[src/rtl/core/smf_pkg.sv]
// smf_pkg: shared constants and types of the sliding window median filter.
// No dependencies; every other file of the block imports this package.
package smf_pkg;

  // Parameter defaults for the top level
  localparam int unsigned MaxColsDef = 1024;
  localparam int unsigned MaxRowsDef = 1024;
  localparam int unsigned MaxHalfDef = 2;

  // Fixed field widths
  localparam int unsigned PixW     = 8;
  localparam int unsigned CfgIdxW  = 2;
  localparam int unsigned CfgDataW = 11;
  localparam int unsigned HalfRawW = 2;

  // Register reset values
  localparam int unsigned ColsReset = 1024;
  localparam int unsigned RowsReset = 1024;
  localparam int unsigned HalfReset = 1;

  // Configuration register indexes
  typedef enum logic [CfgIdxW-1:0] {
    CfgCols = 2'd0,
    CfgRows = 2'd1,
    CfgHalf = 2'd2
  } cfg_reg_e;

  // Control that travels with a window through the median pipeline
  typedef struct packed {
    logic interior;
    logic last;
  } res_ctl_t;

endpackage

[src/rtl/core/smf_if.sv]


interface smf_res_if import smf_pkg::*; ();
  logic            valid;
  logic            ready;
  logic [PixW-1:0] filtered_pixel;
  logic            frame_last;
  modport source (output valid, filtered_pixel, frame_last, input ready);
  modport sink   (input valid, filtered_pixel, frame_last, output ready);
endinterface


[src/rtl/core/smf_median.sv]
// smf_median: pads the window to full size, ranks every entry and picks the
// median or the centre word. Depends on smf_pkg and smf_res_if.
module smf_median import smf_pkg::*; #(
  parameter int unsigned MAX_HALF = MaxHalfDef
) (
  input  logic                               clk_i,
  input  logic                               rst_ni,
  input  logic                               valid_i,
  output logic                               ready_o,
  input  res_ctl_t                           ctl_i,
  input  logic [$clog2(MAX_HALF+1)-1:0]      half_i,
  input  logic [PixW-1:0]                    win_i [(2*MAX_HALF+1)*(2*MAX_HALF+1)],
  smf_res_if.source                          out_o
);

  localparam int unsigned Side = 2*MAX_HALF + 1;
  localparam int unsigned NWin = Side * Side;
  localparam int unsigned RKW  = $clog2(NWin);
  localparam int unsigned HW   = $clog2(MAX_HALF+1);
  localparam int unsigned Mid  = NWin / 2;

  // Stage B: padded window
  logic            vb_q;
  res_ctl_t        ctlb_q;
  logic [PixW-1:0] centerb_q;
  logic [PixW-1:0] pad_d [NWin];
  logic [PixW-1:0] pad_q [NWin];
  logic [PixW-1:0] center_d;
  // Stage C: ranks
  logic            vc_q;
  res_ctl_t        ctlc_q;
  logic [PixW-1:0] centerc_q;
  logic [PixW-1:0] valc_q [NWin];
  logic [RKW-1:0]  rank_q [NWin];
  logic [NWin-1:0] beat [NWin];
  // Stage D: output word
  logic            vd_q;
  logic [PixW-1:0] pix_q;
  logic            last_q;
  logic [PixW-1:0] med;
  logic            rdy_b, rdy_c, rdy_d;
  logic [HW:0]     span;

  assign rdy_d   = !vd_q || out_o.ready;
  assign rdy_c   = !vc_q || rdy_d;
  assign rdy_b   = !vb_q || rdy_c;
  assign ready_o = rdy_b;

  // Fill entries outside the active square with an equal count of black and
  // white, alternating on a checkerboard, so the middle rank is unchanged
  assign span = {half_i, 1'b0};
  always_comb begin
    for (int a = 0; a < Side; a++) begin
      for (int b = 0; b < Side; b++) begin
        if ((HW+1)'(a) <= span && (HW+1)'(b) <= span) begin
          pad_d[a*Side+b] = win_i[a*Side+b];
        end else if (((a + b) % 2) == 0) begin
          pad_d[a*Side+b] = '0;
        end else begin
          pad_d[a*Side+b] = '1;
        end
      end
    end
  end

  // Pick the centre word for border positions
  always_comb begin
    center_d = win_i[0];
    for (int hh = 0; hh <= MAX_HALF; hh++) begin
      if (half_i == HW'(hh)) begin
        center_d = win_i[hh*Side+hh];
      end
    end
  end

  always_ff @(posedge clk_i or negedge rst_ni) begin
    if (!rst_ni) begin
      vb_q <= 1'b0;
    end else if (rdy_b) begin
      vb_q <= valid_i;
    end
  end

  always_ff @(posedge clk_i) begin
    if (rdy_b && valid_i) begin
      pad_q     <= pad_d;
      centerb_q <= center_d;
      ctlb_q    <= ctl_i;
    end
  end

  // Rank each entry: smaller entries, and equal ones at lower places
  always_comb begin
    for (int i = 0; i < NWin; i++) begin
      for (int j = 0; j < NWin; j++) begin
        beat[i][j] = (j != i) &&
                     ((pad_q[j] < pad_q[i]) || ((pad_q[j] == pad_q[i]) && (j < i)));
      end
    end
  end

  always_ff @(posedge clk_i or negedge rst_ni) begin
    if (!rst_ni) begin
      vc_q <= 1'b0;
    end else if (rdy_c) begin
      vc_q <= vb_q;
    end
  end

  always_ff @(posedge clk_i) begin
    if (rdy_c && vb_q) begin
      for (int i = 0; i < NWin; i++) begin
        rank_q[i] <= RKW'($countones(beat[i]));
        valc_q[i] <= pad_q[i];
      end
      centerc_q <= centerb_q;
      ctlc_q    <= ctlb_q;
    end
  end

  // Select the entry whose rank is the middle one
  always_comb begin
    med = '0;
    for (int i = 0; i < NWin; i++) begin
      if (rank_q[i] == RKW'(Mid)) begin
        med = med | valc_q[i];
      end
    end
  end

  always_ff @(posedge clk_i or negedge rst_ni) begin
    if (!rst_ni) begin
      vd_q <= 1'b0;
    end else if (rdy_d) begin
      vd_q <= vc_q;
    end
  end

  always_ff @(posedge clk_i) begin
    if (rdy_d && vc_q) begin
      pix_q  <= ctlc_q.interior ? med : centerc_q;
      last_q <= ctlc_q.last;
    end
  end

  assign out_o.valid          = vd_q;
  assign out_o.filtered_pixel = pix_q;
  assign out_o.frame_last     = last_q;

endmodule

[src/flat_wrapper.sv]
// flat-port wrapper written by rule: the top's interface ports become plain ports
module smf_median_flat import smf_pkg::*;
#(
  parameter int unsigned MAX_HALF = MaxHalfDef
)
  (clk_i, rst_ni, valid_i, ready_o, ctl_i, half_i, win_i, out_o_valid, out_o_filtered_pixel, out_o_frame_last, out_o_ready);
  smf_res_if out_o_i ();
  input  logic clk_i;
  input  logic rst_ni;
  input  logic valid_i;
  output logic ready_o;
  input  res_ctl_t ctl_i;
  input  logic [$clog2(MAX_HALF+1)-1:0] half_i;
  input  logic [PixW-1:0] win_i[(2*MAX_HALF+1)*(2*MAX_HALF+1)];
  output wire logic [$bits(out_o_i.valid)-1:0] out_o_valid;
  output wire logic [$bits(out_o_i.filtered_pixel)-1:0] out_o_filtered_pixel;
  output wire logic [$bits(out_o_i.frame_last)-1:0] out_o_frame_last;
  input wire logic [$bits(out_o_i.ready)-1:0] out_o_ready;
  assign out_o_valid = out_o_i.valid;
  assign out_o_filtered_pixel = out_o_i.filtered_pixel;
  assign out_o_frame_last = out_o_i.frame_last;
  assign out_o_i.ready = out_o_ready;
  smf_median #(.MAX_HALF(MAX_HALF)) u_core (.clk_i(clk_i), .rst_ni(rst_ni), .valid_i(valid_i), .ready_o(ready_o), .ctl_i(ctl_i), .half_i(half_i), .win_i(win_i), .out_o(out_o_i));
endmodule
[config.mk]
export PLATFORM = sky130hd
export DESIGN_NAME = smf_median_flat
export DESIGN_NICKNAME = d
export VERILOG_FILES = /design/src/rtl/core/smf_pkg.sv /design/src/rtl/core/smf_if.sv /design/src/rtl/core/smf_median.sv /design/src/flat_wrapper.sv
export SDC_FILE = /design/constraint.sdc
export NUM_CORES = 2
export LEC_CHECK = 0
export BUFFER_PORTS_ARGS = -buffer_cell sky130_fd_sc_hd__buf_2
export CAP_MARGIN = 15
export CORE_ASPECT_RATIO = 2
export CORE_UTILIZATION = 45
export CTS_BUF_LIST = sky130_fd_sc_hd__clkbuf_4 sky130_fd_sc_hd__clkbuf_8 sky130_fd_sc_hd__clkbuf_16
export DETAILED_ROUTE_END_ITERATION = 8
export GPL_ROUTABILITY_DRIVEN = 0
export PLACE_DENSITY = 0.64
export SYNTH_ARGS = -nofsm -noshare
export SYNTH_HDL_FRONTEND = slang
export SYNTH_SLANG_ARGS = --single-unit
[constraint.sdc]
create_clock -name clk_i -period 23 [get_ports clk_i]
set_input_delay 4.6 -clock clk_i [delete_from_list [all_inputs] [get_ports clk_i]]
set_output_delay 4.6 -clock clk_i [all_outputs]
set_load 0.02 [all_outputs]
## Yosys cells after proc, flatten, opt, wreduce, memory -nomap -nowiden

Memories as Yosys holds them, arrays and structs flattened.
Cells that the tools add are included.

| word-level totals | value |
|---|---|
| flip-flop bits (word level) | 232 |
| latch bits | 0 |
| RAM bits | 325 |
| ROM bits | 0 |
| bits of input ports | 208 |
| output and inout bits | 11 |
| logic and storage cells | 1,918 |
| memories | 2 |

Memory list:

| name | words | width | read ports | clocked after Yosys merged registers in | write ports | RTL line | RTL |
|---|---|---|---|---|---|---|---|
| u_core.valc_q | 25 | 8 | 25 | 0 | 25 | smf_median.sv:33 | `logic [PixW-1:0] valc_q [NWin];` |
| u_core.rank_q | 25 | 5 | 25 | 0 | 25 | smf_median.sv:34 | `logic [RKW-1:0] rank_q [NWin];` |

| operators by class | value |
|---|---|
| add/sub/neg operators | 575 |
| multipliers | 0 |
| divide/modulo/power cells | 0 |
| $lt $le $gt $ge | 605 |
| equal/unequal tests | 327 |
| shift-type cells | 0 |
| mux-type cells | 30 |
| bitwise gates (word level) | 24 |
| reductions and logical operators | 319 |

Operator list:

| cell | count |
|---|---|
| < comparator 8 bit | 600 |
| == test 8 bit | 300 |
| adder 1 x 1 -> 2 bit | 276 |
| adder 2 x 2 -> 3 bit | 126 |
| logical OR 1 bit | 303 |
| adder 3 x 3 -> 4 bit | 75 |
| two-way mux 8 bit | 28 |
| OR 8 bit | 24 |
| adder 4 x 4 -> 5 bit | 25 |
| == test 5 x 4 -> 1 bit, second input constant | 25 |
| adder 4 x 1 -> 5 bit | 24 |
| adder 5 bit | 24 |
| adder 1 x 2 -> 3 bit | 12 |
| adder 2 x 1 -> 3 bit | 12 |
| logical AND 1 bit | 13 |
| less-or-equal comparator 1 x 3 -> 1 bit, first input constant | 2 |
| less-or-equal comparator 2 x 3 -> 1 bit, first input constant | 2 |
| adder 5 x 4 -> 5 bit | 1 |
| less-or-equal comparator 3 bit, first input constant | 1 |
| logical NOT 1 bit | 3 |
| == test 2 x 1 -> 1 bit, second input constant | 1 |
| == test 2 bit, second input constant | 1 |
| two-way mux 1 bit | 2 |

## Depth between registers and ports, before layout

An unclocked memory read counts as a cell.

| logic depth | value |
|---|---|
| depth in word-level cells | 52 |
| mapped depth | 23 |
| gate-level depth less buffers | 23 |

## Least setup slack after synthesis

OpenSTA, ideal clock, no wires.

| path | value |
|---|---|
| path type | input -> register |
| start | input port out_o_ready |
| end | register u_core.centerc_q[0] (enable) |
| data arrival time | 12,263 ps |
| setup slack | 9,998 ps |
| cell stages on the path | 3 |
| path through | nor2b_1 -> nand2_1 -> and2_1 |

| on the way | value |
|---|---|
| longest elaborated chain between the ends | 3 |

Ends and longest elaborated chain:

| element | RTL line | RTL |
|---|---|---|
| start, declared | flat_wrapper.sv:18 | `input wire logic [$bits(out_o_i.ready)-1:0] out_o_ready;` |
| logical OR 1 bit | smf_median.sv:44 | `assign rdy_d = !vd_q \|\| out_o.ready;` |
| logical OR 1 bit | smf_median.sv:45 | `assign rdy_c = !vc_q \|\| rdy_d;` |
| logical AND 1 bit | smf_median.sv:111 | `if (rdy_c && vb_q) begin` |
| end signal, assigned | smf_median.sv:116 | `centerc_q <= centerb_q;` |
| end, declared | smf_median.sv:32 | `logic [PixW-1:0] centerc_q;` |

Every way passes these cells.
A chain may end at the register's enable or synchronous reset.

## Final worst setup path

| path | value |
|---|---|
| start | input port out_o_ready |
| end | output port ready_o |

| on the way | value |
|---|---|
| longest elaborated chain between the ends | 3 |

Ends and longest elaborated chain:

| element | RTL line | RTL |
|---|---|---|
| logical OR 1 bit | smf_median.sv:44 |  |
| logical OR 1 bit | smf_median.sv:45 |  |
| logical OR 1 bit | smf_median.sv:46 | `assign rdy_b = !vb_q \|\| rdy_c;` |
| end, declared | flat_wrapper.sv:11 | `output logic ready_o;` |

Every way passes these cells.

==> flow_summary.yaml <==
run_status:
  outcome: "complete, but fails checks"
  violations: "slew limit"
placed_design:
  io_buffers: 218
  dpl_worst_slack_ns: 13.25
  dp.final_hpwl_mm: 326
sta:
  slew-limit-headroom: -0.146
  worstMarginPinSlew_ns: 1.72
  fin_tns_setup_ns: 0
  min_period_over_period: 0.424
  hold_viol: 0
  fin_crit_ns: 9.75
  grt_setup_unrepaired: "false"
  setup_viol: 0
  finalClockSkew_ns: 0.0467
  fmax_mhz: 103
  setup_slack_ns: 13.25
  drv_slew: 1
global_route:
  grt_antenna_before_repair: 71
  grt_max_degree: 177
  grt.overflow.total: 0
  grt_pass1_wl_mm: 649
  grtUsageTotal: 0.490
  grt_pass1_vias: 80800
critical_path:
  critPathMaxFanout: 3
  crit_path_start_kind: "primary input"
  r2r_slack_ns: 15.38
  r2r_cells: 21
  reg2reg_from: "u_core.pad_q[64]$_SDFFCE_PN0P_"
  reg2reg_to: "u_core.rank_q[1][4]$_DFFE_PP_"
  arrival_ns: 5.15
  cpMaxStageDelayCell: "buf_2"
  crit_type: "primary input to output pin"
  max_stage_delay_ns: 0.18
  cp.required_ns: 18.40
  cp_cell_sequence: "buf_2, nor2b_1, nand3_1, buf_2"
  critical_path.most_common_cell: "buf_2"
  end_kind: "output pin"
floorplanning:
  fp.dieW_um: 313
  core_area_um2: 191000
  initial_utilization: 0.454
  pin_count: 219
  dieArea_um2: 195000
  die_h_um: 623
  fp-row-count: 227
routing:
  num_vias: 83600
  first_iter_violations: 11500
  ant_nets: 0
  vias_per_cell: 7.08
  wl_mm: 479
  route.detailed.drc: 0
  wire_per_inst_um: 40.5
  dr.pass1.iters: 9
worst_hold_path:
  min-delay-path-class: "flip-flop to flip-flop"
  hold_depth: 0
  min-delay-start: "u_core.centerb_q[4]$_DFFE_PP_"
  min_to: "u_core.centerc_q[4]$_DFFE_PP_"
layout:
  final_cell_mix: "ha_1 (2550), inv_1 (817), nand4_1 (610)"
  final_common_cell: "ha_1"
  fin_nets: 12400
  drive_gt1_frac: 0.0952
  area_growth_pct: 10.7
pwr:
  p_leak_nw: 46.9
  power_density_nw_per_um2: 112
  vdd_drop_max_v: 0.000122
yosys:
  ys_ff_latch: 557
  synth_ff_type: "edfxtp_1"
  synth.distinct_cells: 46
  synth-edff-count: 554
  syn_inst: 8581
  synth_top_area_share: 0.367
  syn_area_per_cell_um2: 10.1
  synthArstFlopShare: 0.00539
  synth_area_um2: 86900
  synth_area_leader_cell: "ha_1"
  yosysSeqAreaShare: 0.192
  ys_warn_count: 0
  synth_nets: 11800
  synthTopCellsByArea: "ha_1 (37%), edfxtp_1 (19%), fa_1 (9.8%), a21o_1 (4.6%), nand4_1 (4.4%)"
job:
  maxCapViolations: 0
clock_network:
  cts_buffers: 59
  clock_tree.root_cell: "clkbuf_16"
  cts_resized: 0
  insertion_delay_ns: 0.84
  clock_path_buffers: 3
  clk_pin_slew_ns: 0.07
  cts_setup_buffers: 0
  cts_tree: "done"
  cts.sinks: 557
  holdBufCountCts: 0
  htree_levels: 2
-- power breakdown --
group          switching, W  leakage (nW)  internal, W
clock network      0.000523          1.01     0.000568
logic               0.00452          40.6      0.00322
registers          0.000143          5.34      0.00178
-- metal layers --
layer	up-vias	GRT usage	share of wire
met5	-	0.0250	0.0018
met4	42	0.521	0.14
met3	3038	0.225	0.14
met2	7023	0.715	0.42
met1	40000	0.495	0.30
li1	33500	-	-
-- worst max-delay path: cells and delay by family --
kind | cells | cell delay, ns
buffers and inverters | 2 | 0.28
AND/OR/NAND/NOR | 2 | 0.27
-- worst max path at each step --
| stage | startpoint | endpoint | slack (ns) | depth (start not counted) |
|---|---|---|---|---|
| 2_1_floorplan | out_o_ready | u_core.centerc_q[0]$_DFFE_PP_ | 10.0 | 3 |
| 3_3_place_gp | out_o_ready | ready_o | 13.23 | 4 |
| 3_5_place_dp | out_o_ready | ready_o | 13.25 | 4 |
| 4_1_cts | out_o_ready | ready_o | 13.25 | 4 |
| 5_1_grt | out_o_ready | ready_o | 13.20 | 4 |
| 6_report | out_o_ready | ready_o | 13.25 | 4 |
-- cell usage after synthesis (15+ instances only) --
cell type / n
a21o_1: 536
a21oi_1: 548
a22oi_1: 52
and2_1: 67
and3b_1: 18
clkbuf_1: 23
edfxtp_1: 554
fa_1: 425
ha_1: 2550
inv_1: 823
nand2_1: 81
nand2b_1: 171
nand3_1: 76
nand4_1: 610
nand4bb_1: 15
nor2_1: 205
nor2b_1: 523
nor3_1: 73
nor3b_1: 80
nor4_1: 73
o21a_1: 366
o21ai_0: 291
o21bai_1: 59
o22a_1: 32
o22ai_1: 47
or2_2: 91
or3b_2: 69
xnor2_1: 50
-- sequential cells by signal, indices dropped and copies added, names as in the netlist --
register                     flops
u_core.centerc_q                 8
u_core.vc_q                      1
u_core.rank_q                  125
u_core.centerb_q                 8
u_core.ctlb_q                    2
u_core.vb_q                      1
u_core.ctlc_q                    2
u_core.out_o.valid               1
u_core.out_o.frame_last          1
u_core.valc_q                  200
u_core.out_o.filtered_pixel      8
u_core.pad_q                   200
-- cells by family (layout without fill, tap and decap cells) --
logic type                 Yosys count  count (layout)  share of synthesized area
adders and majority gates         2975            2975                      0.465
and+or+nand+nor                   2171            2171                      0.152
AOI/OAI and AO/OA                 1971            1971                      0.148
buffers and inverters              849            1486                     0.0367
DFF                                557             557                      0.192
xor gates and xnor gates            50              50                    0.00504
muxes                                8               8                   0.000922
other                                0              79                          0
-- layout make-up --
cell class | count | area [um^2]
clock buffers | 69 | 1550
multi-input cells | 7175 | 67200
repair buffers | 554 | 3750
flip-flops and latches | 557 | 16700
clock inverters | 40 | 492
inverters | 823 | 3090
diodes | 79 | 198
well taps | 2519 | 3150
fillers | 17500 | 95300
-- through the flow --
| step | cells | util | area [um^2] | power, W | hold slack, ns |
|---|---|---|---|---|---|
| after detailed placement | 11600 | 0.489 | 93500 | 0.00922 | 0.405 |
| after floorplan | 8581 | - | 86900 | 0.00702 | 0.400 |
| after global routing | 11700 | 0.501 | 96000 | 0.0115 | 0.439 |
| after CTS | 11700 | 0.499 | 95600 | 0.0103 | 0.424 |
| after global placement | 11600 | 0.489 | 93500 | 0.00882 | 0.403 |
| final | 11800 | 0.502 | 96200 | 0.0108 | 0.422 |
Note: power is estimated with default switching activity, not from simulation.
